### src/sv/isotp_rx_pkg.sv
// Shared types and constants for the ISO-TP reassembly receiver.
package isotp_rx_pkg;

  // Kind of one result beat.
  typedef enum logic [1:0] {
    KindData = 2'd0,
    KindFc   = 2'd1,
    KindDone = 2'd2,
    KindErr  = 2'd3
  } kind_e;

  // Error causes reported with an error beat.
  localparam logic [1:0] CauseNotStart   = 2'd0;
  localparam logic [1:0] CauseNotConsec  = 2'd1;
  localparam logic [1:0] CauseTimeout    = 2'd2;
  localparam logic [1:0] CauseBadSingle  = 2'd3;
  localparam logic [1:0] CauseNone       = 2'd0;

  // Protocol control information type nibbles.
  localparam logic [3:0] PciSingle = 4'h0;
  localparam logic [3:0] PciFirst  = 4'h1;
  localparam logic [3:0] PciConsec = 4'h2;

  // Payload limits per frame type.
  localparam logic [11:0] FirstMaxBytes  = 12'd6;
  localparam logic [3:0]  SingleMaxLen   = 4'd7;
  localparam logic [11:0] ConsecMaxBytes = 12'd7;

  // Configuration register indexes and reset values.
  localparam int unsigned CfgIdxWidth  = 1;
  localparam int unsigned CfgDataWidth = 24;
  localparam logic [CfgIdxWidth-1:0] CfgFcId       = 1'd0;
  localparam logic [CfgIdxWidth-1:0] CfgWaitBudget = 1'd1;
  localparam logic [10:0] FcIdReset       = 11'd0;
  localparam logic [23:0] WaitBudgetReset = 24'd500000;

  // Default depth of the command queue between front and back.
  localparam int unsigned CmdQueueDepthDefault = 2;

  // One command from the front: some data bytes, then one closing beat.
  typedef struct packed {
    logic [2:0]  n_data;
    logic [55:0] bytes;
    logic [11:0] base_idx;
    kind_e       tail_kind;
    logic [11:0] tail_len;
    logic [1:0]  tail_cause;
  } cmd_t;

endpackage

### src/sv/isotp_rx_req_if.sv
// Request channel: received CAN frames and time ticks.
interface isotp_rx_req_if;
  logic        valid;
  logic        ready;
  logic        req_type;
  logic [63:0] frame_bytes;

  modport source (output valid, output req_type, output frame_bytes, input ready);
  modport sink (input valid, input req_type, input frame_bytes, output ready);
endinterface

### src/sv/isotp_rx_res_if.sv
// Result channel: reassembled bytes, flow-control requests, done and errors.
interface isotp_rx_res_if;
  logic        valid;
  logic        ready;
  logic [1:0]  kind;
  logic [7:0]  data_byte;
  logic [11:0] byte_index;
  logic [11:0] msg_length;
  logic [10:0] fc_frame_id;
  logic [1:0]  error_cause;
  logic        last;

  modport source (output valid, output kind, output data_byte, output byte_index,
                  output msg_length, output fc_frame_id, output error_cause,
                  output last, input ready);
  modport sink (input valid, input kind, input data_byte, input byte_index,
                input msg_length, input fc_frame_id, input error_cause,
                input last, output ready);
endinterface

### src/sv/isotp_rx_front.sv
// Front end: accepts frames and ticks, tracks the session and issues commands.
module isotp_rx_front (
  input  logic                clk_i,
  input  logic                rst_ni,
  isotp_rx_req_if.sink        req_i,
  input  logic [23:0]         wait_budget_i,
  input  logic                q_full_i,
  output logic                push_o,
  output isotp_rx_pkg::cmd_t  cmd_o
);

  logic        busy_q, busy_d;
  logic [11:0] total_q, total_d;
  logic [11:0] rcvd_q, rcvd_d;
  logic [23:0] budget_q, budget_d;

  logic        accept;
  logic [7:0]  b0;
  logic [3:0]  pci;
  logic [11:0] first_tot;
  logic [11:0] rem;
  logic [2:0]  chunk;
  logic [11:0] rcvd_sum;

  assign req_i.ready = !q_full_i;
  assign accept      = req_i.valid && req_i.ready;
  assign b0          = req_i.frame_bytes[63:56];
  assign pci         = b0[7:4];
  assign first_tot   = {b0[3:0], req_i.frame_bytes[55:48]};
  assign rem         = (total_q > rcvd_q) ? (total_q - rcvd_q) : 12'd0;
  assign chunk       = (rem > isotp_rx_pkg::ConsecMaxBytes) ? 3'd7 : rem[2:0];
  assign rcvd_sum    = rcvd_q + {9'd0, chunk};

  // Classify the item against the session state and build its command.
  always_comb begin
    busy_d   = busy_q;
    total_d  = total_q;
    rcvd_d   = rcvd_q;
    budget_d = budget_q;
    push_o   = 1'b0;
    cmd_o.n_data     = 3'd0;
    cmd_o.bytes      = req_i.frame_bytes[55:0];
    cmd_o.base_idx   = 12'd0;
    cmd_o.tail_kind  = isotp_rx_pkg::KindErr;
    cmd_o.tail_len   = 12'd0;
    cmd_o.tail_cause = isotp_rx_pkg::CauseNone;
    if (accept) begin
      if (req_i.req_type) begin
        // Time tick: only counts while a multi-frame message is open.
        if (busy_q) begin
          if (budget_q == 24'd0) begin
            busy_d           = 1'b0;
            push_o           = 1'b1;
            cmd_o.tail_cause = isotp_rx_pkg::CauseTimeout;
          end else begin
            budget_d = budget_q - 24'd1;
          end
        end
      end else if (!busy_q) begin
        push_o = 1'b1;
        if (pci == isotp_rx_pkg::PciSingle) begin
          if (b0[3:0] > isotp_rx_pkg::SingleMaxLen) begin
            cmd_o.tail_cause = isotp_rx_pkg::CauseBadSingle;
          end else begin
            cmd_o.n_data    = b0[2:0];
            cmd_o.tail_kind = isotp_rx_pkg::KindDone;
            cmd_o.tail_len  = {8'd0, b0[3:0]};
          end
        end else if (pci == isotp_rx_pkg::PciFirst) begin
          cmd_o.bytes = {req_i.frame_bytes[47:0], 8'd0};
          if (first_tot <= isotp_rx_pkg::FirstMaxBytes) begin
            cmd_o.n_data    = first_tot[2:0];
            cmd_o.tail_kind = isotp_rx_pkg::KindDone;
            cmd_o.tail_len  = first_tot;
          end else begin
            cmd_o.n_data    = isotp_rx_pkg::FirstMaxBytes[2:0];
            cmd_o.tail_kind = isotp_rx_pkg::KindFc;
            busy_d          = 1'b1;
            total_d         = first_tot;
            rcvd_d          = isotp_rx_pkg::FirstMaxBytes;
            budget_d        = wait_budget_i;
          end
        end else begin
          cmd_o.tail_cause = isotp_rx_pkg::CauseNotStart;
        end
      end else begin
        push_o = 1'b1;
        if (pci != isotp_rx_pkg::PciConsec) begin
          busy_d           = 1'b0;
          cmd_o.tail_cause = isotp_rx_pkg::CauseNotConsec;
        end else begin
          cmd_o.n_data   = chunk;
          cmd_o.base_idx = rcvd_q;
          rcvd_d         = rcvd_sum;
          if (rcvd_sum >= total_q) begin
            busy_d          = 1'b0;
            cmd_o.tail_kind = isotp_rx_pkg::KindDone;
            cmd_o.tail_len  = total_q;
          end else begin
            cmd_o.tail_kind = isotp_rx_pkg::KindFc;
          end
        end
      end
    end
  end

  // Session state registers.
  always_ff @(posedge clk_i or negedge rst_ni) begin
    if (!rst_ni) begin
      busy_q   <= 1'b0;
      total_q  <= 12'd0;
      rcvd_q   <= 12'd0;
      budget_q <= 24'd0;
    end else begin
      busy_q   <= busy_d;
      total_q  <= total_d;
      rcvd_q   <= rcvd_d;
      budget_q <= budget_d;
    end
  end

endmodule

### src/sv/isotp_rx_fifo.sv
// Short command queue between the front and back ends.
module isotp_rx_fifo #(
  parameter int unsigned Depth = isotp_rx_pkg::CmdQueueDepthDefault
) (
  input  logic               clk_i,
  input  logic               rst_ni,
  input  logic               push_i,
  input  isotp_rx_pkg::cmd_t cmd_i,
  output logic               full_o,
  output logic               valid_o,
  input  logic               pop_i,
  output isotp_rx_pkg::cmd_t cmd_o
);

  localparam int unsigned PtrW = (Depth > 1) ? $clog2(Depth) : 1;
  localparam int unsigned CntW = $clog2(Depth + 1);
  localparam logic [PtrW-1:0] LastPtr = PtrW'(Depth - 1);
  localparam logic [CntW-1:0] FullCnt = CntW'(Depth);

  isotp_rx_pkg::cmd_t mem_q [Depth];
  logic [PtrW-1:0] wr_ptr_q, rd_ptr_q;
  logic [CntW-1:0] cnt_q;
  logic            do_push, do_pop;

  assign full_o  = (cnt_q == FullCnt);
  assign valid_o = (cnt_q != '0);
  assign cmd_o   = mem_q[rd_ptr_q];
  assign do_push = push_i && !full_o;
  assign do_pop  = pop_i && valid_o;

  // Pointers and fill count.
  always_ff @(posedge clk_i or negedge rst_ni) begin
    if (!rst_ni) begin
      wr_ptr_q <= '0;
      rd_ptr_q <= '0;
      cnt_q    <= '0;
    end else begin
      if (do_push) begin
        wr_ptr_q <= (wr_ptr_q == LastPtr) ? '0 : wr_ptr_q + PtrW'(1);
      end
      if (do_pop) begin
        rd_ptr_q <= (rd_ptr_q == LastPtr) ? '0 : rd_ptr_q + PtrW'(1);
      end
      if (do_push && !do_pop) begin
        cnt_q <= cnt_q + CntW'(1);
      end else if (do_pop && !do_push) begin
        cnt_q <= cnt_q - CntW'(1);
      end
    end
  end

  // Entry storage.
  always_ff @(posedge clk_i) begin
    if (do_push) begin
      mem_q[wr_ptr_q] <= cmd_i;
    end
  end

endmodule

### src/sv/isotp_rx_back.sv
// Back end: plays out one command as data beats and a closing beat.
module isotp_rx_back (
  input  logic               clk_i,
  input  logic               rst_ni,
  input  logic               q_valid_i,
  input  isotp_rx_pkg::cmd_t cmd_i,
  output logic               pop_o,
  input  logic [10:0]        fc_id_i,
  isotp_rx_res_if.source     res_o
);

  logic        active_q;
  logic [2:0]  rem_q;
  logic [55:0] bytes_q;
  logic [11:0] idx_q;
  isotp_rx_pkg::kind_e tail_kind_q;
  logic [11:0] tail_len_q;
  logic [1:0]  tail_cause_q;

  logic        out_valid_q;
  logic [1:0]  kind_q;
  logic [7:0]  data_q;
  logic [11:0] bidx_q;
  logic [11:0] len_q;
  logic [10:0] fcid_q;
  logic [1:0]  cause_q;
  logic        last_q;

  logic slot_free, emit, at_tail;

  assign slot_free = !out_valid_q || res_o.ready;
  assign emit      = active_q && slot_free;
  assign at_tail   = (rem_q == 3'd0);
  assign pop_o     = q_valid_i && (!active_q || (emit && at_tail));

  assign res_o.valid       = out_valid_q;
  assign res_o.kind        = kind_q;
  assign res_o.data_byte   = data_q;
  assign res_o.byte_index  = bidx_q;
  assign res_o.msg_length  = len_q;
  assign res_o.fc_frame_id = fcid_q;
  assign res_o.error_cause = cause_q;
  assign res_o.last        = last_q;

  // Command progress and output valid.
  always_ff @(posedge clk_i or negedge rst_ni) begin
    if (!rst_ni) begin
      active_q    <= 1'b0;
      out_valid_q <= 1'b0;
    end else begin
      if (slot_free) begin
        out_valid_q <= emit;
      end
      if (pop_o) begin
        active_q <= 1'b1;
      end else if (emit && at_tail) begin
        active_q <= 1'b0;
      end
    end
  end

  // Current command payload: shifts one byte per data beat.
  always_ff @(posedge clk_i) begin
    if (emit && !at_tail) begin
      rem_q   <= rem_q - 3'd1;
      bytes_q <= {bytes_q[47:0], 8'd0};
      idx_q   <= idx_q + 12'd1;
    end
    if (pop_o) begin
      rem_q        <= cmd_i.n_data;
      bytes_q      <= cmd_i.bytes;
      idx_q        <= cmd_i.base_idx;
      tail_kind_q  <= cmd_i.tail_kind;
      tail_len_q   <= cmd_i.tail_len;
      tail_cause_q <= cmd_i.tail_cause;
    end
  end

  // Output register: one result beat per cycle when the sink takes it.
  always_ff @(posedge clk_i) begin
    if (emit) begin
      if (!at_tail) begin
        kind_q  <= isotp_rx_pkg::KindData;
        data_q  <= bytes_q[55:48];
        bidx_q  <= idx_q;
        len_q   <= 12'd0;
        fcid_q  <= 11'd0;
        cause_q <= isotp_rx_pkg::CauseNone;
        last_q  <= 1'b0;
      end else begin
        kind_q  <= tail_kind_q;
        data_q  <= 8'd0;
        bidx_q  <= 12'd0;
        len_q   <= tail_len_q;
        fcid_q  <= (tail_kind_q == isotp_rx_pkg::KindFc) ? fc_id_i : 11'd0;
        cause_q <= tail_cause_q;
        last_q  <= 1'b1;
      end
    end
  end

endmodule

### src/sv/isotp_reassembly_receiver.sv
// Top level of the ISO-TP reassembly receiver.
//
// The req_i channel carries one beat per received CAN frame (req_type 0,
// eight bytes with byte 0 in the top bits) or per time tick (req_type 1).
// The res_o channel returns, per frame, the reassembled data bytes with
// their message index and then one closing beat: message done with the
// total length, a flow-control request on the configured identifier, or
// an error with its cause; a tick that times out a message gives an
// error beat. The closing beat carries last = 1. The configuration port
// writes fc_id (index 0) and wait_budget (index 1); the user must write
// it only while the block is idle; the block itself does not enforce
// this. The front end classifies each beat in the cycle it is accepted
// and queues a command; the back end plays each command out one result
// beat per cycle, while the sink takes them, into an output register.
// Requests keep flowing while the command queue has room, so a stalled
// result sink backs up into the queue and then into req_i.ready. Reset
// returns the session to idle, empties the queue and restores fc_id to
// 0 and wait_budget to 500000 ticks.
module isotp_reassembly_receiver #(
  parameter int unsigned CmdQueueDepth = isotp_rx_pkg::CmdQueueDepthDefault
) (
  input  logic                                   clk_i,
  input  logic                                   rst_ni,
  isotp_rx_req_if.sink                           req_i,
  isotp_rx_res_if.source                         res_o,
  input  logic                                   cfg_we_i,
  input  logic [isotp_rx_pkg::CfgIdxWidth-1:0]   cfg_idx_i,
  input  logic [isotp_rx_pkg::CfgDataWidth-1:0]  cfg_data_i
);

  logic [10:0]        fc_id_q;
  logic [23:0]        wait_budget_q;
  logic               push, q_full, q_valid, pop;
  isotp_rx_pkg::cmd_t cmd_in, cmd_out;

  // Configuration registers.
  always_ff @(posedge clk_i or negedge rst_ni) begin
    if (!rst_ni) begin
      fc_id_q       <= isotp_rx_pkg::FcIdReset;
      wait_budget_q <= isotp_rx_pkg::WaitBudgetReset;
    end else if (cfg_we_i) begin
      case (cfg_idx_i)
        isotp_rx_pkg::CfgFcId:       fc_id_q       <= cfg_data_i[10:0];
        isotp_rx_pkg::CfgWaitBudget: wait_budget_q <= cfg_data_i[23:0];
        default: ;
      endcase
    end
  end

  isotp_rx_front u_front (
    .clk_i         (clk_i),
    .rst_ni        (rst_ni),
    .req_i         (req_i),
    .wait_budget_i (wait_budget_q),
    .q_full_i      (q_full),
    .push_o        (push),
    .cmd_o         (cmd_in)
  );

  isotp_rx_fifo #(
    .Depth (CmdQueueDepth)
  ) u_fifo (
    .clk_i   (clk_i),
    .rst_ni  (rst_ni),
    .push_i  (push),
    .cmd_i   (cmd_in),
    .full_o  (q_full),
    .valid_o (q_valid),
    .pop_i   (pop),
    .cmd_o   (cmd_out)
  );

  isotp_rx_back u_back (
    .clk_i     (clk_i),
    .rst_ni    (rst_ni),
    .q_valid_i (q_valid),
    .cmd_i     (cmd_out),
    .pop_o     (pop),
    .fc_id_i   (fc_id_q),
    .res_o     (res_o)
  );

endmodule
### src/flat_wrapper.sv
// flat-port wrapper written by rule: the top's interface ports become plain ports
module isotp_reassembly_receiver_flat 
#(
  parameter int unsigned CmdQueueDepth = isotp_rx_pkg::CmdQueueDepthDefault
)
  (clk_i, rst_ni, cfg_we_i, cfg_idx_i, cfg_data_i, req_i_valid, req_i_req_type, req_i_frame_bytes, req_i_ready, res_o_valid, res_o_kind, res_o_data_byte, res_o_byte_index, res_o_msg_length, res_o_fc_frame_id, res_o_error_cause, res_o_last, res_o_ready);
  isotp_rx_req_if req_i_i ();
  isotp_rx_res_if res_o_i ();
  input  logic clk_i;
  input  logic rst_ni;
  input  logic cfg_we_i;
  input  logic [isotp_rx_pkg::CfgIdxWidth-1:0] cfg_idx_i;
  input  logic [isotp_rx_pkg::CfgDataWidth-1:0] cfg_data_i;
  input wire logic [$bits(req_i_i.valid)-1:0] req_i_valid;
  input wire logic [$bits(req_i_i.req_type)-1:0] req_i_req_type;
  input wire logic [$bits(req_i_i.frame_bytes)-1:0] req_i_frame_bytes;
  output wire logic [$bits(req_i_i.ready)-1:0] req_i_ready;
  output wire logic [$bits(res_o_i.valid)-1:0] res_o_valid;
  output wire logic [$bits(res_o_i.kind)-1:0] res_o_kind;
  output wire logic [$bits(res_o_i.data_byte)-1:0] res_o_data_byte;
  output wire logic [$bits(res_o_i.byte_index)-1:0] res_o_byte_index;
  output wire logic [$bits(res_o_i.msg_length)-1:0] res_o_msg_length;
  output wire logic [$bits(res_o_i.fc_frame_id)-1:0] res_o_fc_frame_id;
  output wire logic [$bits(res_o_i.error_cause)-1:0] res_o_error_cause;
  output wire logic [$bits(res_o_i.last)-1:0] res_o_last;
  input wire logic [$bits(res_o_i.ready)-1:0] res_o_ready;
  assign req_i_i.valid = req_i_valid;
  assign req_i_i.req_type = req_i_req_type;
  assign req_i_i.frame_bytes = req_i_frame_bytes;
  assign req_i_ready = req_i_i.ready;
  assign res_o_valid = res_o_i.valid;
  assign res_o_kind = res_o_i.kind;
  assign res_o_data_byte = res_o_i.data_byte;
  assign res_o_byte_index = res_o_i.byte_index;
  assign res_o_msg_length = res_o_i.msg_length;
  assign res_o_fc_frame_id = res_o_i.fc_frame_id;
  assign res_o_error_cause = res_o_i.error_cause;
  assign res_o_last = res_o_i.last;
  assign res_o_i.ready = res_o_ready;
  isotp_reassembly_receiver #(.CmdQueueDepth(CmdQueueDepth)) u_core (.clk_i(clk_i), .rst_ni(rst_ni), .req_i(req_i_i), .res_o(res_o_i), .cfg_we_i(cfg_we_i), .cfg_idx_i(cfg_idx_i), .cfg_data_i(cfg_data_i));
endmodule
### config.mk
export PLATFORM = sky130hd
export DESIGN_NAME = isotp_reassembly_receiver_flat
export DESIGN_NICKNAME = d
export VERILOG_FILES = /design/src/sv/isotp_rx_pkg.sv /design/src/sv/isotp_rx_req_if.sv /design/src/sv/isotp_rx_res_if.sv /design/src/sv/isotp_rx_front.sv /design/src/sv/isotp_rx_fifo.sv /design/src/sv/isotp_rx_back.sv /design/src/sv/isotp_reassembly_receiver.sv /design/src/flat_wrapper.sv
export SDC_FILE = /design/constraint.sdc
export NUM_CORES = 1
export LEC_CHECK = 0
export BUFFER_PORTS_ARGS = -buffer_cell sky130_fd_sc_hd__buf_4
export CAP_MARGIN = 20
export CORE_ASPECT_RATIO = 1.2
export CORE_MARGIN = 2
export CORE_UTILIZATION = 25
export CTS_CLUSTER_DIAMETER = 80
export DETAILED_ROUTE_END_ITERATION = 8
export SLEW_MARGIN = 20
export SYNTH_ARGS = -nofsm -noshare
export SYNTH_HDL_FRONTEND = slang
export SYNTH_SLANG_ARGS = --single-unit
### constraint.sdc
create_clock -name clk_i -period 11.2 [get_ports clk_i]
set_input_delay 1.12 -clock clk_i [delete_from_list [all_inputs] [get_ports clk_i]]
set_output_delay 1.12 -clock clk_i [all_outputs]
set_load 0.01 [all_outputs]
==> flow_summary.html, run 1 <==
<table>
<tr><th>Metric</th><th>Value</th></tr>
<tr><th colspan="2">Logic synthesis</th></tr>
<tr><td>Synthesized netlist cell count</td><td>1,350</td></tr>
<tr><td>Simple logic cell fraction of the synthesized area</td><td>0.105</td></tr>
<tr><td>Area share of the leading cell type in the synthesized netlist</td><td>0.516</td></tr>
<tr><td>Dominant cell type by area after synthesis</td><td>sky130_fd_sc_hd__edfxtp_1</td></tr>
<tr><td>Dominant combinational cell family by area after synthesis</td><td>simple AND/OR/NAND/NOR gates</td></tr>
<tr><td>Dominant register cell in the synthesized netlist</td><td>sky130_fd_sc_hd__edfxtp_1</td></tr>
<tr><td>Proportion of synthesized area in mux cells</td><td>0.0978</td></tr>
<tr><td>Number of library cell types mapped by synthesis</td><td>79</td></tr>
<tr><td>Mean post-synth cell area</td><td>between 10 and 15 sq um</td></tr>
<tr><td>Most instantiated cells after synthesis</td><td>309 x sky130_fd_sc_hd__edfxtp_1, 100 x sky130_fd_sc_hd__mux2_2, 99 x sky130_fd_sc_hd__nand2_1</td></tr>
<tr><td>XOR/XNOR Fraction of Synth Area</td><td>0.0141</td></tr>
<tr><td>Synth warnings</td><td>0</td></tr>
<tr><td>Total of flip-flops plus latches after synthesis</td><td>~400</td></tr>
<tr><td>Fraction of registers with async set or reset after synthesis</td><td>0.226</td></tr>
<tr><td>Complex-gate fraction of the synthesized area</td><td>0.0898</td></tr>
<tr><td>Mapped Nets</td><td>1,479</td></tr>
<tr><td>Count of flip-flops with a built-in enable after synthesis</td><td>309</td></tr>
<tr><td>Seq/Total Area, Yosys</td><td>0.642</td></tr>
<tr><td>Post-synth design cell area</td><td>around 0.018 sq mm</td></tr>
<tr><td>Largest cells by area after synthesis</td><td>sky130_fd_sc_hd__edfxtp_1 52%, sky130_fd_sc_hd__dfrtp_1 12%, sky130_fd_sc_hd__mux2_2 6.3%</td></tr>
<tr><td>Adder-cell share of the synthesized area</td><td>0.0245</td></tr>
<tr><td>Dominant cell by count in the synthesized netlist</td><td>sky130_fd_sc_hd__edfxtp_1</td></tr>
<tr><th colspan="2">Routing</th></tr>
<tr><td>Post-detailed-route DRC marker count</td><td>0</td></tr>
<tr><td>Number of iterations in the first detailed-routing pass</td><td>5</td></tr>
<tr><td>Routed Antenna Nets</td><td>0</td></tr>
<tr><td>WL per Instance</td><td>17.7 um</td></tr>
<tr><td>Routed vias</td><td>between 10,000 and 15,000</td></tr>
<tr><td>Total routed wirelength</td><td>approximately 43 mm</td></tr>
<tr><td>Via density</td><td>4.52</td></tr>
<tr><td>First-iteration detailed-routing DRC count</td><td>745</td></tr>
<tr><th colspan="2">Timing</th></tr>
<tr><td>Pins over their slew limit</td><td>0</td></tr>
<tr><td>Final clock period utilization by the worst path</td><td>0.520</td></tr>
<tr><td>Number of setup violations in the final report</td><td>0</td></tr>
<tr><td>Maximum frequency from static timing analysis</td><td>172 MHz</td></tr>
<tr><td>Worst hold-check slack</td><td>452 ps</td></tr>
<tr><td>Actual slew at the worst max-slew pin</td><td>around 1000 ps</td></tr>
<tr><td>Final critical-path required period</td><td>approximately 5800 ps</td></tr>
<tr><td>Worst slew slack as a fraction of its limit</td><td>0.332</td></tr>
<tr><td>Post-Route Skew</td><td>17.7 ps</td></tr>
<tr><td>Post-route worst setup slack</td><td>5370 ps</td></tr>
<tr><td>Final setup TNS</td><td>0 ps</td></tr>
<tr><td>Final Hold Fails</td><td>0</td></tr>
<tr><td>RSZ-0062 raised after global routing</td><td>false</td></tr>
<tr><th colspan="2">Clock tree</th></tr>
<tr><td>Maximum buffer depth of the clock tree</td><td>3</td></tr>
<tr><td>Clock transition at the registers of the reported paths</td><td>~60 ps</td></tr>
<tr><td>CTS Root Cell</td><td>sky130_fd_sc_hd__clkbuf_16</td></tr>
<tr><td>Post-CTS sizing</td><td>0</td></tr>
<tr><td>Number of buffers added by the clock tree synthesis step</td><td>43</td></tr>
<tr><td>Cts-stage hold buffer count</td><td>0</td></tr>
<tr><td>Source-to-sink clock delay at the later pin of the worst-skew pair</td><td>approximately 570 ps</td></tr>
<tr><td>Level count of the clock H-tree</td><td>2</td></tr>
<tr><td>Clk sinks</td><td>399</td></tr>
<tr><td>CTS tree</td><td>done</td></tr>
<tr><td>Post-CTS Setup Bufs</td><td>0</td></tr>
<tr><th colspan="2">Worst setup path</th></tr>
<tr><td>Worst path cell trace</td><td>inv_1 &gt; ha_1 &gt; fa_1 &gt; nor2b_1 &gt; o31ai_1 &gt; a31o_2 &gt; a211oi_1 &gt; nor2_1 &gt; a41oi_1 &gt; ha_1 &gt; inv_1 &gt; fa_1 &gt; nor2b_1 &gt; o2111a_1 &gt; nand3_1 &gt; nor3_1 &gt; xnor2_1 &gt; ha_1 &gt; a21oi_1 &gt; o22ai_1 &gt; a211oi_1 &gt; buf_4 &gt; a2bb2oi_1</td></tr>
<tr><td>Critical path class</td><td>register to register</td></tr>
<tr><td>Crit path capture type</td><td>register</td></tr>
<tr><td>Crit path launch type</td><td>register</td></tr>
<tr><td>Worst reg2reg endpoint</td><td>u_core.u_fifo.mem_q[0][14]$_DFFE_PP_</td></tr>
<tr><td>R2R cell count</td><td>23</td></tr>
<tr><td>Critical register-to-register path startpoint</td><td>u_core.u_front.total_q[0]$_DFFE_PN0P_</td></tr>
<tr><td>Endpoint required time on the critical path</td><td>11,600 ps</td></tr>
<tr><td>Slowest stage cell on the critical path</td><td>sky130_fd_sc_hd__fa_1</td></tr>
<tr><td>Most used cell along the critical path</td><td>sky130_fd_sc_hd__ha_1</td></tr>
<tr><td>Maximum single-stage delay on the critical path</td><td>~470 ps</td></tr>
<tr><td>Crit-path max FO</td><td>15</td></tr>
<tr><td>WP data arrival</td><td>just over 6000 ps</td></tr>
<tr><td>Flop2flop setup slack</td><td>5370 ps</td></tr>
<tr><th colspan="2">Final layout</th></tr>
<tr><td>Final cell utilization of the core</td><td>0.303</td></tr>
<tr><td>Final cell count without fillers</td><td>around 2,400</td></tr>
<tr><td>FILL cells</td><td>around 7,100</td></tr>
<tr><td>Fraction of layout instances using a drive strength above 1</td><td>0.236</td></tr>
<tr><td># nets final</td><td>about 1,600</td></tr>
<tr><td>Layout overhead on the synthesized area</td><td>19.7%</td></tr>
<tr><th colspan="2">Run status</th></tr>
<tr><td>Outcome</td><td>complete, no violations</td></tr>
<tr><th colspan="2">Power</th></tr>
<tr><td>Leak Pwr</td><td>about 8.0 nW</td></tr>
<tr><td>Worst VDD drop</td><td>91.4 uV</td></tr>
<tr><td>Power density relative to cell area</td><td>about 230 mW/mm^2</td></tr>
<tr><th colspan="2">GRT</th></tr>
<tr><td>Grt ovf</td><td>0</td></tr>
<tr><td>Largest net degree at the start of global routing</td><td>105</td></tr>
<tr><td>Global-route wire length before repair</td><td>around 67 mm</td></tr>
<tr><td>Global routing usage summed across all routing layers</td><td>0.116</td></tr>
<tr><td>Via count of the first global-routing pass</td><td>11,634</td></tr>
<tr><td>Initial antenna violation count</td><td>9</td></tr>
<tr><th colspan="2">Die</th></tr>
<tr><td>Die extent in x</td><td>around 250 um</td></tr>
<tr><td>Initial core utilization</td><td>0.253</td></tr>
<tr><td>Placeable core region</td><td>~0.07 sq mm</td></tr>
<tr><td>Number of ports placed on the die boundary</td><td>approximately 150</td></tr>
<tr><td>Chip Height</td><td>slightly below 300 um</td></tr>
<tr><td>Total Die Area</td><td>around 0.074 sq mm</td></tr>
<tr><td>Site Rows</td><td>107</td></tr>
<tr><th colspan="2">Place</th></tr>
<tr><td>Setup WS pre-CTS</td><td>5520 ps</td></tr>
<tr><td>Post-Place Cells</td><td>between 2,000 and 2,500</td></tr>
<tr><td>Total half-perimeter wirelength after legalization and detailed placement</td><td>28.9 mm</td></tr>
<tr><td>Final GP Congestion</td><td>roughly 0.80</td></tr>
<tr><td>Number of port buffers</td><td>144</td></tr>
<tr><th colspan="2">Job</th></tr>
<tr><td>Max-cap violations</td><td>0</td></tr>
<tr><th colspan="2">Worst hold path</th></tr>
<tr><td>Path type of the worst min-delay path</td><td>input pin to async pin</td></tr>
</table>
==> sequential cells by signal, indices dropped and copies added (netlist names), 2 cells and up <==
signal,count
u_core.u_back.res_o.data_byte,8
u_core.u_back.res_o.byte_index,12
u_core.u_front.rcvd_q,12
u_core.u_front.budget_q,24
u_core.u_fifo.mem_q,174
u_core.u_back.res_o.error_cause,2
u_core.u_front.total_q,12
u_core.u_back.res_o.fc_frame_id,11
u_core.fc_id_q,11
u_core.u_back.rem_q,3
u_core.u_back.tail_cause_q,2
u_core.u_back.res_o.msg_length,12
u_core.u_back.tail_kind_q,2
u_core.wait_budget_q,24
u_core.u_back.bytes_q,56
u_core.u_back.res_o.kind,2
u_core.u_back.tail_len_q,12
u_core.u_fifo.cnt_q,2
u_core.u_back.idx_q,12
==> cell families after synthesis <==
logic type	Yosys count
mux	163
simple gates	365
fa+ha+maj	34
buf+inv	109
compound gates	251
xor+xnor	29
flops	399
==> per-layer routing <==
metal,up-vias,wire (um),GRT usage
li1,5319,-,-
met1,5416,18000,0.137
met2,208,21600,0.203
met3,93,2080,0.0269
met4,14,1500,0.0472
met5,-,92,0
==> final cells by class <==
cell class / count / area, sq um / share of cell area
sequential: 399 / 11500 / 0.536
inverter: 39 / 146 / 0.00680
clock inverter: 27 / 320 / 0.0149
antenna: 2 / 5.00 / 0.000233
clock buffer: 53 / 1180 / 0.0547
tap: 926 / 1160 / 0.0538
multi-input combinational: 842 / 5980 / 0.278
timing repair buffer: 158 / 1190 / 0.0551
==> critical path, delay by kind of cell, from the launching register on <==
| family | cells | cell delay, ps |
|---|---|---|
| buffers and inverters | 3 | 420 |
| adder cells (fa/ha/maj) | 5 | 1670 |
| AND/OR/NAND/NOR | 5 | 920 |
| XOR/XNOR | 1 | 190 |
| flip-flops | 1 | 350 |
| AO/OA/AOI/OAI | 9 | 2090 |
==> report_power, final <==
| group | switching [W] | internal, W |
|---|---|---|
| Sequential | 0.000182 | 0.00207 |
| Combinational | 0.000737 | 0.000513 |
| Clock | 0.000601 | 0.000892 |
==> worst max-delay path by stage <==
stage                     slack [ps]                              endpoint  depth (start not counted)                                    from
after floorplan                 4880   u_core.u_fifo.mem_q[0][0]$_DFFE_PP_                          8  u_core.u_front.budget_q[0]$_DFFE_PN0P_
after global placement          5530   u_core.u_fifo.mem_q[0][4]$_DFFE_PP_                         23   u_core.u_front.total_q[0]$_DFFE_PN0P_
after detailed placement        5520   u_core.u_fifo.mem_q[1][4]$_DFFE_PP_                         23   u_core.u_front.total_q[0]$_DFFE_PN0P_
after CTS                       5470   u_core.u_fifo.mem_q[1][4]$_DFFE_PP_                         23   u_core.u_front.total_q[0]$_DFFE_PN0P_
after global routing            4950  u_core.u_fifo.mem_q[0][14]$_DFFE_PP_                         23   u_core.u_front.total_q[0]$_DFFE_PN0P_
final                           5370  u_core.u_fifo.mem_q[0][14]$_DFFE_PP_                         23   u_core.u_front.total_q[0]$_DFFE_PN0P_
==> placed cells by master (no fill, tap or decap), types with 4 or more instances in the layout <==
master                       synthesis  layout
sky130_fd_sc_hd__a211oi_1           19      19
sky130_fd_sc_hd__a21o_1              9       8
sky130_fd_sc_hd__a21oi_1            42      42
sky130_fd_sc_hd__a22oi_1             6       6
sky130_fd_sc_hd__a31oi_1             4       4
sky130_fd_sc_hd__and2_1             62      60
sky130_fd_sc_hd__and3_1              7       7
sky130_fd_sc_hd__buf_4               3     158
sky130_fd_sc_hd__bufinv_16           0       6
sky130_fd_sc_hd__clkbuf_1           45       6
sky130_fd_sc_hd__clkbuf_16           0      45
sky130_fd_sc_hd__clkinv_1            0       4
sky130_fd_sc_hd__clkinv_2            0       7
sky130_fd_sc_hd__clkinvlp_4          0       4
sky130_fd_sc_hd__dfrtp_1            83      82
sky130_fd_sc_hd__dfstp_2             7       7
sky130_fd_sc_hd__edfxtp_1          309     309
sky130_fd_sc_hd__ha_1               32      32
sky130_fd_sc_hd__inv_1              39      39
sky130_fd_sc_hd__mux2_2            100     100
sky130_fd_sc_hd__mux2i_1            63      63
sky130_fd_sc_hd__nand2_1            99      97
sky130_fd_sc_hd__nand2b_1            9       9
sky130_fd_sc_hd__nand3_1            21      21
sky130_fd_sc_hd__nand3b_1            4       4
sky130_fd_sc_hd__nand4_1            10      10
sky130_fd_sc_hd__nor2_1             68      68
sky130_fd_sc_hd__nor2b_1            15      14
sky130_fd_sc_hd__nor3_1             30      30
sky130_fd_sc_hd__nor4_1              9       9
sky130_fd_sc_hd__o211ai_1            8       8
sky130_fd_sc_hd__o21a_1              4       4
sky130_fd_sc_hd__o21ai_0            98      97
sky130_fd_sc_hd__o22ai_1             9       9
sky130_fd_sc_hd__o31ai_1             9       9
sky130_fd_sc_hd__o32ai_1             7       7
sky130_fd_sc_hd__or3_1              12      12
sky130_fd_sc_hd__xnor2_1            16      16
sky130_fd_sc_hd__xor2_1             13      13
==> stage by stage <==
stage          instance area (sq um)  power, W
2_1_floorplan                  18000   0.00310
3_3_place_gp                   20000   0.00353
3_5_place_dp                   20000   0.00356
4_1_cts                        21500   0.00509
5_1_grt                        21500   0.00531
6_report                       21500   0.00499
Power figures use the tool's default switching activity.
==> run 2, diff against run 1 <==
--- a/config.mk
+++ b/config.mk
@@ -5,6 +5,7 @@
 export SDC_FILE = /design/constraint.sdc
 export NUM_CORES = 1
 export LEC_CHECK = 0
+export ABC_AREA = 1
 export BUFFER_PORTS_ARGS = -buffer_cell sky130_fd_sc_hd__buf_4
 export CAP_MARGIN = 20
 export CORE_ASPECT_RATIO = 1.2
==> constraint.sdc (replaced) <==
create_clock -name clk_i -period 4.9 [get_ports clk_i]
set_input_delay 0.49 -clock clk_i [delete_from_list [all_inputs] [get_ports clk_i]]
set_output_delay 0.49 -clock clk_i [all_outputs]
set_load 0.01 [all_outputs]
==> run 2 against run 1 <==
Effect of this change: cell count is 19% higher; sequential power is 140% higher; worst setup slack worse by 5400 ps; critical endpoint is now u_core.u_fifo.mem_q[0][7]$_DFFE_PP_; critical path type unchanged.
==> flow_summary.html, run 2 <==
<table>
<tr><th>Metric</th><th>Value</th></tr>
<tr><th colspan="2">Run status</th></tr>
<tr><td>Outcome</td><td>complete, no violations</td></tr>
<tr><th colspan="2">Logic synthesis</th></tr>
<tr><td>Synthesized netlist cell count</td><td>1,767 (+31%)</td></tr>
<tr><td>Dominant register cell in the synthesized netlist</td><td>sky130_fd_sc_hd__edfxtp_1</td></tr>
<tr><td>Fraction of registers with async set or reset after synthesis</td><td>0.226 (unchanged)</td></tr>
<tr><td>Post-synth design cell area</td><td>0.0181 sq mm (+0.51%)</td></tr>
<tr><td>Mapped Nets</td><td>1,896 (+28%)</td></tr>
<tr><td>Largest cells by area after synthesis</td><td>sky130_fd_sc_hd__edfxtp_1 51%, sky130_fd_sc_hd__dfrtp_1 11%, sky130_fd_sc_hd__nand2_1 8.1%</td></tr>
<tr><td>Most instantiated cells after synthesis</td><td>390 x sky130_fd_sc_hd__nand2_1, 309 x sky130_fd_sc_hd__edfxtp_1, 216 x sky130_fd_sc_hd__inv_1</td></tr>
<tr><td>Seq/Total Area, Yosys</td><td>0.639 (-0.00325)</td></tr>
<tr><td>Dominant cell by count in the synthesized netlist</td><td>sky130_fd_sc_hd__nand2_1</td></tr>
<tr><td>Count of flip-flops with a built-in enable after synthesis</td><td>309 (unchanged)</td></tr>
<tr><td>Dominant cell type by area after synthesis</td><td>sky130_fd_sc_hd__edfxtp_1</td></tr>
<tr><td>Total of flip-flops plus latches after synthesis</td><td>399 (unchanged)</td></tr>
<tr><td>Area share of the leading cell type in the synthesized netlist</td><td>0.514 (-0.00261)</td></tr>
<tr><td>Synth warnings</td><td>0 (unchanged)</td></tr>
<tr><td>Mean post-synth cell area</td><td>10.2 sq um (-23%)</td></tr>
<tr><td>Number of library cell types mapped by synthesis</td><td>51 (-35%)</td></tr>
<tr><th colspan="2">Power</th></tr>
<tr><td>Worst VDD drop</td><td>317 uV (+250%)</td></tr>
<tr><td>Leak Pwr</td><td>9.07 nW (+13%)</td></tr>
<tr><td>Power density relative to cell area</td><td>589 mW/mm^2 (+150%)</td></tr>
<tr><th colspan="2">Die</th></tr>
<tr><td>Total Die Area</td><td>0.0744 sq mm (+0.50%)</td></tr>
<tr><td>Number of ports placed on the die boundary</td><td>145 (unchanged)</td></tr>
<tr><td>Placeable core region</td><td>0.0712 sq mm (+0.19%)</td></tr>
<tr><td>Die extent in x</td><td>249 um (+0.25%)</td></tr>
<tr><td>Site Rows</td><td>107 (unchanged)</td></tr>
<tr><td>Chip Height</td><td>298 um (+0.25%)</td></tr>
<tr><td>Initial core utilization</td><td>0.254 (+0.000807)</td></tr>
<tr><th colspan="2">Worst setup path</th></tr>
<tr><td>Crit-path max FO</td><td>5 (-10)</td></tr>
<tr><td>Critical path class</td><td>register to register</td></tr>
<tr><td>WP data arrival</td><td>5180 ps (-1050 ps)</td></tr>
<tr><td>Most used cell along the critical path</td><td>sky130_fd_sc_hd__nand2_2</td></tr>
<tr><td>Slowest stage cell on the critical path</td><td>sky130_fd_sc_hd__fa_2</td></tr>
<tr><td>Crit path launch type</td><td>register</td></tr>
<tr><td>Cell family with the largest share of critical-path delay</td><td>simple AND/OR/NAND/NOR gates</td></tr>
<tr><td>Crit path capture type</td><td>register</td></tr>
<tr><td>Maximum single-stage delay on the critical path</td><td>400 ps (-70 ps)</td></tr>
<tr><td>Endpoint required time on the critical path</td><td>5190 ps (-6410 ps)</td></tr>
<tr><td>Total buffers and inverters traversed by the critical path</td><td>7 (+4)</td></tr>
<tr><th colspan="2">GRT</th></tr>
<tr><td>Fraction of met3 tracks used by global routing</td><td>0.0243 (-0.00261)</td></tr>
<tr><td>GR Layer Usage met2</td><td>0.199 (-0.00429)</td></tr>
<tr><td>Met1 Use GR</td><td>0.154 (+0.0168)</td></tr>
<tr><td>Largest net degree at the start of global routing</td><td>89 (-15%)</td></tr>
<tr><td>Global routing usage summed across all routing layers</td><td>0.120 (+0.00441)</td></tr>
<tr><td>Global-route wire length before repair</td><td>71.2 mm (+5.7%)</td></tr>
<tr><td>Grt ovf</td><td>0 (unchanged)</td></tr>
<tr><td>Via count of the first global-routing pass</td><td>12,756 (+9.6%)</td></tr>
<tr><td>Initial antenna violation count</td><td>3 (-6)</td></tr>
<tr><td>Most crowded layer after global routing</td><td>met2</td></tr>
<tr><th colspan="2">Timing</th></tr>
<tr><td>Actual slew at the worst max-slew pin</td><td>1040 ps (+34.3 ps)</td></tr>
<tr><td>Number of setup violations in the final report</td><td>0 (unchanged)</td></tr>
<tr><td>Final clock period utilization by the worst path</td><td>0.997 (+0.477)</td></tr>
<tr><td>Final Hold Fails</td><td>0 (unchanged)</td></tr>
<tr><td>Maximum frequency from static timing analysis</td><td>205 MHz (+19%)</td></tr>
<tr><td>Worst slew slack as a fraction of its limit</td><td>0.309 (-0.0229)</td></tr>
<tr><td>Pins over their slew limit</td><td>0 (unchanged)</td></tr>
<tr><td>RSZ-0062 raised after global routing</td><td>true</td></tr>
<tr><td>Final critical-path required period</td><td>4890 ps (-939 ps)</td></tr>
<tr><td>Post-Route Skew</td><td>29.0 ps (+11.3 ps)</td></tr>
<tr><th colspan="2">Routing</th></tr>
<tr><td>WL per Instance</td><td>15.6 um (-12%)</td></tr>
<tr><td>Number of iterations in the first detailed-routing pass</td><td>5 (unchanged)</td></tr>
<tr><td>Post-detailed-route DRC marker count</td><td>0 (unchanged)</td></tr>
<tr><td>First-iteration detailed-routing DRC count</td><td>934 (+25%)</td></tr>
<tr><td>Routed vias</td><td>12,876 (+17%)</td></tr>
<tr><td>Total routed wirelength</td><td>45.3 mm (+4.7%)</td></tr>
<tr><td>Via density</td><td>4.43 (-2.0%)</td></tr>
<tr><td>Routed Antenna Nets</td><td>0 (unchanged)</td></tr>
<tr><th colspan="2">Final layout</th></tr>
<tr><td>Number of flip-flops under the largest register name</td><td>174 (unchanged)</td></tr>
<tr><td>Final cell count without fillers</td><td>2,908 (+19%)</td></tr>
<tr><td>Total non-filler cell area in the finished layout</td><td>0.0224 sq mm (+4.0%)</td></tr>
<tr><td>Fraction of layout instances using a drive strength above 1</td><td>0.205 (-0.0311)</td></tr>
<tr><td>Leading cell type in the layout, fill and taps excluded</td><td>sky130_fd_sc_hd__nand2_1</td></tr>
<tr><td># nets final</td><td>2,077 (+29%)</td></tr>
<tr><td>Layout overhead on the synthesized area</td><td>23.9%</td></tr>
<tr><td>Registers with the most flip-flops</td><td>u_core.u_fifo.mem_q x174, u_core.u_back.bytes_q x56</td></tr>
<tr><td>Register with the highest flop count</td><td>u_core.u_fifo.mem_q</td></tr>
<tr><td>Most frequent cells in the layout</td><td>375 x sky130_fd_sc_hd__nand2_1, 309 x sky130_fd_sc_hd__edfxtp_1, 209 x sky130_fd_sc_hd__inv_1</td></tr>
<tr><td>FILL cells</td><td>7,321 (+3.2%)</td></tr>
<tr><td>Number of antenna repair diodes</td><td>0 (-2)</td></tr>
<tr><th colspan="2">Clock tree</th></tr>
<tr><td>CTS tree</td><td>done</td></tr>
<tr><td>CTS Root Cell</td><td>sky130_fd_sc_hd__clkbuf_16</td></tr>
<tr><td>Number of buffers added by the clock tree synthesis step</td><td>44 (+2.3%)</td></tr>
<tr><td>Source-to-sink clock delay at the later pin of the worst-skew pair</td><td>600 ps (+30 ps)</td></tr>
<tr><td>Clock transition at the registers of the reported paths</td><td>60 ps (about the same)</td></tr>
<tr><td>Level count of the clock H-tree</td><td>2 (unchanged)</td></tr>
<tr><td>Clk sinks</td><td>399 (unchanged)</td></tr>
<tr><td>Maximum buffer depth of the clock tree</td><td>3 (unchanged)</td></tr>
<tr><th colspan="2">Place</th></tr>
<tr><td>Placement-stage cell area</td><td>0.0204 sq mm (+1.8%)</td></tr>
<tr><td>Post-Place Cells</td><td>2,811 (+19%)</td></tr>
<tr><td>Final GP Congestion</td><td>0.822 (+3.4%)</td></tr>
<tr><td>Total half-perimeter wirelength after legalization and detailed placement</td><td>31.1 mm (+7.5%)</td></tr>
<tr><td>Number of port buffers</td><td>144 (unchanged)</td></tr>
<tr><th colspan="2">Job</th></tr>
<tr><td>Max-cap violations</td><td>0 (unchanged)</td></tr>
<tr><th colspan="2">Worst hold path</th></tr>
<tr><td>Path type of the worst min-delay path</td><td>input pin to register</td></tr>
</table>
-- run 2: cell types whose count changed in the layout (fill, tap and decap cells not counted), moves of 43 or more --
| cell | change |
|---|---|
| sky130_fd_sc_hd__a31oi_1 | +63 |
| sky130_fd_sc_hd__and2_1 | -59 |
| sky130_fd_sc_hd__buf_4 | +43 |
| sky130_fd_sc_hd__inv_1 | +170 |
| sky130_fd_sc_hd__mux2_2 | -90 |
| sky130_fd_sc_hd__mux2i_1 | -63 |
| sky130_fd_sc_hd__nand2_1 | +278 |
| sky130_fd_sc_hd__nor2_1 | +139 |
-- run 2: final timing paths --
| check | to | cells past startpoint | slack, ps | startpoint |
|---|---|---|---|---|
| min | u_core.wait_budget_q[19]$_DFFE_PN0P_ | 2 | 150 | cfg_data_i[19] |
| min reg2reg | u_core.wait_budget_q[3]$_DFFE_PN0P_ | 2 | 490 | u_core.wait_budget_q[3]$_DFFE_PN0P_ |
| max in group asynchronous | u_core.u_front.rcvd_q[11]$_DFFE_PN0P_ | 3 | 3390 | rst_ni |
| max | u_core.u_fifo.mem_q[0][7]$_DFFE_PP_ | 29 | 10 | u_core.u_front.total_q[1]$_DFFE_PN0P_ |
| min in group asynchronous | u_core.fc_id_q[0]$_DFFE_PN0P_ | 2 | 500 | rst_ni |
| max reg2reg | u_core.u_fifo.mem_q[0][7]$_DFFE_PP_ | 29 | 10 | u_core.u_front.total_q[1]$_DFFE_PN0P_ |
-- run 2: cell type report --
class	instances	area [sq um]	share of cell area
Tap cell	926	1160	0.0518
Inverter	226	851	0.0380
Clock inverter	21	265	0.0119
Sequential cell	399	11500	0.516
Clock buffer	59	1250	0.0559
Timing Repair Buffer	207	1600	0.0714
Multi-Input combinational cell	1070	5710	0.255
-- run 2: routing by layer --
metal	share of wire	wire length [um]	vias up
met3	0.057	2590	80
met4	0.035	1580	6
met5	0.00082	37	-
met1	0.43	19500	6165
li1	-	-	6300
met2	0.48	21600	325
-- run 2: worst register-to-register path, delay by kind of cell (launching register included) --
family,cells,cell delay [ps]
AND/OR/NAND/NOR,17,1930
adder cells (fa/ha/maj),3,1040
buffers and inverters,7,930
flip-flops,1,380
AO/OA/AOI/OAI,1,170
XOR/XNOR,1,160
-- run 2: repair_timing --
item,4_1_cts,5_1_grt
buffers inserted,2,13
hold endpoints to repair,49,0
hold buffers,1,0
setup endpoints to repair,28,29
pin swaps,4,24
resized for setup,19,63
gates cloned,1,0
-- run 2: logic make-up (layout without fill, tap and decap cells) --
kind of cell | count (synthesis) | count (layout) | share of synthesized area
compound gates | 275 | 275 | 0.0860
mux | 10 | 10 | 0.00623
flops | 399 | 399 | 0.639
fa+ha+maj | 34 | 34 | 0.0244
buf+inv | 298 | 513 | 0.0657
simple gates | 728 | 728 | 0.168
xor+xnor | 23 | 23 | 0.0112
-- run 2: through the flow --
stage	util	power (W)	setup slack (ps)	hold WS [ps]	setup TNS, ps
after detailed placement	0.286	0.00959	-145	479	-2330
after floorplan	-	0.00810	288	194	0
final	0.314	0.0132	12.7	152	0
after CTS	0.309	0.0131	26.3	111	0
after global placement	0.286	0.00952	-88.1	469	-1650
after global routing	0.314	0.0141	-230	125	-5510
-- run 2: power breakdown --
group          internal, W  switching, W  total, W
sequential         0.00496      0.000421   0.00538
combinational      0.00157       0.00280   0.00437
clock              0.00202       0.00140   0.00343
total              0.00855       0.00462    0.0132
==> run 3, diff against run 2 <==
--- a/config.mk
+++ b/config.mk
@@ -5,7 +5,6 @@
 export SDC_FILE = /design/constraint.sdc
 export NUM_CORES = 1
 export LEC_CHECK = 0
-export ABC_AREA = 1
 export BUFFER_PORTS_ARGS = -buffer_cell sky130_fd_sc_hd__buf_4
 export CAP_MARGIN = 20
 export CORE_ASPECT_RATIO = 1.2
==> run 3 against run 2 <==
Effect of this change: critical path type unchanged; combinational power down 23%; cell count is 13% lower; maximum frequency grew 1.5%; largest power group unchanged; critical path depth shrank 6; clock power down 7.6%; clock skew fell by 6.9 ps; sequential share of layout area increased by 0.21 points; die area fell by 0.50%; sequential power shrank 4.5%.
==> flow_summary.html, run 3 (synthesis results as in run 1) <==
<table>
<tr><th>Metric</th><th>Value</th></tr>
<tr><th colspan="2">Place</th></tr>
<tr><td>Total half-perimeter wirelength after legalization and detailed placement</td><td>30.4 mm (-2.0%)</td></tr>
<tr><td>Number of port buffers</td><td>144 (unchanged)</td></tr>
<tr><td>Setup WS pre-CTS</td><td>-236 ps (-90.9 ps)</td></tr>
<tr><td>Final GP Congestion</td><td>0.816 (-0.79%)</td></tr>
<tr><th colspan="2">Timing</th></tr>
<tr><td>Number of setup violations in the final report</td><td>0 (unchanged)</td></tr>
<tr><td>Actual slew at the worst max-slew pin</td><td>981 ps (-55.7 ps)</td></tr>
<tr><td>Maximum frequency from static timing analysis</td><td>208 MHz (+1.5%)</td></tr>
<tr><td>Final Hold Fails</td><td>0 (unchanged)</td></tr>
<tr><td>Post-Route Skew</td><td>22.1 ps (-6.90 ps)</td></tr>
<tr><td>Final critical-path required period</td><td>4810 ps (-72.4 ps)</td></tr>
<tr><td>Worst slew slack as a fraction of its limit</td><td>0.344 (+0.0356)</td></tr>
<tr><td>RSZ-0062 raised after global routing</td><td>true</td></tr>
<tr><td>Pins over their slew limit</td><td>0 (unchanged)</td></tr>
<tr><td>Final clock period utilization by the worst path</td><td>0.983 (-0.0148)</td></tr>
<tr><td>Post-route worst setup slack</td><td>85.1 ps (+72.4 ps)</td></tr>
<tr><th colspan="2">Job</th></tr>
<tr><td>Max-cap violations</td><td>0 (unchanged)</td></tr>
<tr><th colspan="2">Worst setup path</th></tr>
<tr><td>Most used cell along the critical path</td><td>sky130_fd_sc_hd__fa_2</td></tr>
<tr><td>Total buffers and inverters traversed by the critical path</td><td>3 (-4)</td></tr>
<tr><td>Flop2flop setup slack</td><td>90 ps (+70 ps)</td></tr>
<tr><td>Maximum single-stage delay on the critical path</td><td>410 ps (about the same)</td></tr>
<tr><td>Worst path cell trace</td><td>ha_4 &gt; fa_2 &gt; nor2b_4 &gt; o31ai_4 &gt; a31o_2 &gt; a211oi_4 &gt; nor2_2 &gt; a41oi_2 &gt; ha_2 &gt; inv_2 &gt; fa_2 &gt; nor2b_2 &gt; o2111a_2 &gt; nand3_4 &gt; nor3_4 &gt; xnor2_2 &gt; ha_1 &gt; nand4_1 &gt; nor2_1 &gt; a211oi_2 &gt; buf_4 &gt; buf_12 &gt; o32ai_2</td></tr>
<tr><td>Critical path class</td><td>register to register</td></tr>
<tr><td>Crit-path max FO</td><td>6 (+1)</td></tr>
<tr><td>Crit path capture type</td><td>register</td></tr>
<tr><td>R2R cell count</td><td>23 (-21%)</td></tr>
<tr><td>Crit path launch type</td><td>register</td></tr>
<tr><td>WP data arrival</td><td>5190 ps (about the same)</td></tr>
<tr><td>Slowest stage cell on the critical path</td><td>sky130_fd_sc_hd__dfrtp_1</td></tr>
<tr><td>Endpoint required time on the critical path</td><td>5270 ps (+80 ps)</td></tr>
<tr><td>Worst reg2reg endpoint</td><td>u_core.u_fifo.mem_q[0][4]$_DFFE_PP_</td></tr>
<tr><td>Critical register-to-register path startpoint</td><td>u_core.u_front.rcvd_q[0]$_DFFE_PN0P_</td></tr>
<tr><td>Cell family with the largest share of critical-path delay</td><td>adder cells</td></tr>
<tr><th colspan="2">Clock tree</th></tr>
<tr><td>Level count of the clock H-tree</td><td>2 (unchanged)</td></tr>
<tr><td>Maximum buffer depth of the clock tree</td><td>3 (unchanged)</td></tr>
<tr><td>CTS tree</td><td>done</td></tr>
<tr><td>Number of buffers added by the clock tree synthesis step</td><td>42 (-4.5%)</td></tr>
<tr><td>Source-to-sink clock delay at the later pin of the worst-skew pair</td><td>570 ps (-30 ps)</td></tr>
<tr><td>CTS Root Cell</td><td>sky130_fd_sc_hd__clkbuf_16</td></tr>
<tr><td>Clk sinks</td><td>399 (unchanged)</td></tr>
<tr><td>Clock transition at the registers of the reported paths</td><td>60 ps (about the same)</td></tr>
<tr><th colspan="2">GRT</th></tr>
<tr><td>Global routing usage summed across all routing layers</td><td>0.120 (-0.000653)</td></tr>
<tr><td>Grt ovf</td><td>0 (unchanged)</td></tr>
<tr><td>Largest net degree at the start of global routing</td><td>137 (+54%)</td></tr>
<tr><td>Initial antenna violation count</td><td>3 (unchanged)</td></tr>
<tr><td>Via count of the first global-routing pass</td><td>11,721 (-8.1%)</td></tr>
<tr><td>Global-route wire length before repair</td><td>69.4 mm (-2.6%)</td></tr>
<tr><th colspan="2">Power</th></tr>
<tr><td>Pwr Total</td><td>0.0117 W (-11%)</td></tr>
<tr><td>Worst VDD drop</td><td>238 uV (-25%)</td></tr>
<tr><td>Power density relative to cell area</td><td>523 mW/mm^2 (-11%)</td></tr>
<tr><td>Leak Pwr</td><td>8.40 nW (-7.4%)</td></tr>
<tr><th colspan="2">Routing</th></tr>
<tr><td>Post-detailed-route DRC marker count</td><td>0 (unchanged)</td></tr>
<tr><td>Total routed wirelength</td><td>45.1 mm (-0.45%)</td></tr>
<tr><td>Routed vias</td><td>11,346 (-12%)</td></tr>
<tr><td>First-iteration detailed-routing DRC count</td><td>540 (-42%)</td></tr>
<tr><td>Routed Antenna Nets</td><td>0 (unchanged)</td></tr>
<tr><td>Number of iterations in the first detailed-routing pass</td><td>5 (unchanged)</td></tr>
<tr><td>WL per Instance</td><td>17.9 um (+15%)</td></tr>
<tr><td>Via density</td><td>4.51 (+1.8%)</td></tr>
<tr><th colspan="2">Worst hold path</th></tr>
<tr><td>Path type of the worst min-delay path</td><td>input pin to async pin</td></tr>
<tr><th colspan="2">Final layout</th></tr>
<tr><td># nets final</td><td>1,685 (-19%)</td></tr>
<tr><td>FILL cells</td><td>7,048 (-3.7%)</td></tr>
<tr><td>Fraction of layout instances using a drive strength above 1</td><td>0.296 (+0.0911)</td></tr>
<tr><td>Leading cell type in the layout, fill and taps excluded</td><td>sky130_fd_sc_hd__edfxtp_1</td></tr>
<tr><td>Final cell utilization of the core</td><td>0.314 (-0.000587)</td></tr>
<tr><td>Layout overhead on the synthesized area</td><td>24.0%</td></tr>
<tr><td>Number of flip-flops under the largest register name</td><td>174 (unchanged)</td></tr>
<tr><td>Most frequent cells in the layout</td><td>309 x sky130_fd_sc_hd__edfxtp_1, 224 x sky130_fd_sc_hd__buf_4, 100 x sky130_fd_sc_hd__mux2_2</td></tr>
<tr><td>Register with the highest flop count</td><td>u_core.u_fifo.mem_q</td></tr>
<tr><td>Registers with the most flip-flops</td><td>u_core.u_fifo.mem_q x174, u_core.u_back.bytes_q x56</td></tr>
<tr><th colspan="2">Die</th></tr>
<tr><td>Chip Height</td><td>298 um (-0.25%)</td></tr>
<tr><td>Placeable core region</td><td>0.0711 sq mm (-0.19%)</td></tr>
<tr><td>Number of ports placed on the die boundary</td><td>145 (unchanged)</td></tr>
<tr><td>Total Die Area</td><td>0.0741 sq mm (-0.50%)</td></tr>
<tr><td>Site Rows</td><td>107 (unchanged)</td></tr>
<tr><td>Die extent in x</td><td>249 um (-0.25%)</td></tr>
<tr><td>Initial core utilization</td><td>0.253 (-0.000807)</td></tr>
<tr><th colspan="2">Run status</th></tr>
<tr><td>Outcome</td><td>complete, no violations</td></tr>
</table>
run 3: cell count changes in the layout (fill, tap and decap cells not counted), moves of 18 or more:
cell	previous run	this run
sky130_fd_sc_hd__and2_1	1	60
sky130_fd_sc_hd__mux2i_1	0	63
sky130_fd_sc_hd__buf_4	201	224
sky130_fd_sc_hd__a21oi_1	64	35
sky130_fd_sc_hd__a31oi_1	67	4
sky130_fd_sc_hd__nand3_1	38	20
sky130_fd_sc_hd__nand2_1	375	97
sky130_fd_sc_hd__mux2_2	10	100
sky130_fd_sc_hd__nor2_1	207	66
sky130_fd_sc_hd__inv_1	209	37
run 3: layout make-up:
class | count | area (sq um) | area share
clock inverter | 23 | 225 | 0.0101
timing repair buffer | 232 | 1820 | 0.0818
clock buffer | 54 | 1130 | 0.0507
multi-input combinational | 842 | 6260 | 0.281
sequential | 399 | 11500 | 0.518
antenna | 1 | 2.50 | 0.000112
tap | 926 | 1160 | 0.0520
inverter | 39 | 146 | 0.00657
run 3: per-stage QoR:
step | area [sq um] | hold slack [ps] | setup TNS [ps] | cells
floorplan | 18000 | 194 | 0 | 1350
global placement | 20600 | 472 | -4680 | 2428
finish | 22300 | 10.6 | 0 | 2516
detailed placement | 20600 | 481 | -5960 | 2428
CTS | 22000 | 13.3 | 0 | 2508
global route | 22300 | 62.4 | -3310 | 2516
run 3: metal layers:
layer	vias to the layer above	wire (um)	GRT usage
met5	-	10	0
met4	2	1300	0.0417
met3	74	1980	0.0252
met2	210	23300	0.215
met1	5602	18500	0.141
li1	5458	-	-
run 3: how the worst max path moves through the flow:
stage                                                startpoint                              endpoint  slack, ps  cells after the start
final                      u_core.u_front.rcvd_q[0]$_DFFE_PN0P_   u_core.u_fifo.mem_q[0][4]$_DFFE_PP_         90                     23
after global routing      u_core.u_front.total_q[0]$_DFFE_PN0P_   u_core.u_fifo.mem_q[0][3]$_DFFE_PP_       -140                     24
after CTS                 u_core.u_front.total_q[0]$_DFFE_PN0P_   u_core.u_fifo.mem_q[1][8]$_DFFE_PP_          2                     23
after detailed placement  u_core.u_front.total_q[0]$_DFFE_PN0P_   u_core.u_fifo.mem_q[1][8]$_DFFE_PP_       -240                     22
after global placement    u_core.u_front.total_q[0]$_DFFE_PN0P_   u_core.u_fifo.mem_q[0][9]$_DFFE_PP_       -190                     22
after floorplan           u_core.u_front.total_q[0]$_DFFE_PN0P_  u_core.u_fifo.mem_q[0][15]$_DFFE_PP_         20                     23
run 3: where the power goes:
group | switching, W | internal (W) | total [W]
sequential | 0.000423 | 0.00472 | 0.00514
combinational | 0.00186 | 0.00150 | 0.00336
clock | 0.00136 | 0.00181 | 0.00317
run 3: what timing repair did:
item	4_1_cts	5_1_grt
hold buffers	0	0
pin swaps	5	16
cloned	1	0
buffers inserted	2	7
setup endpoints to repair	29	29
resized for setup	13	42
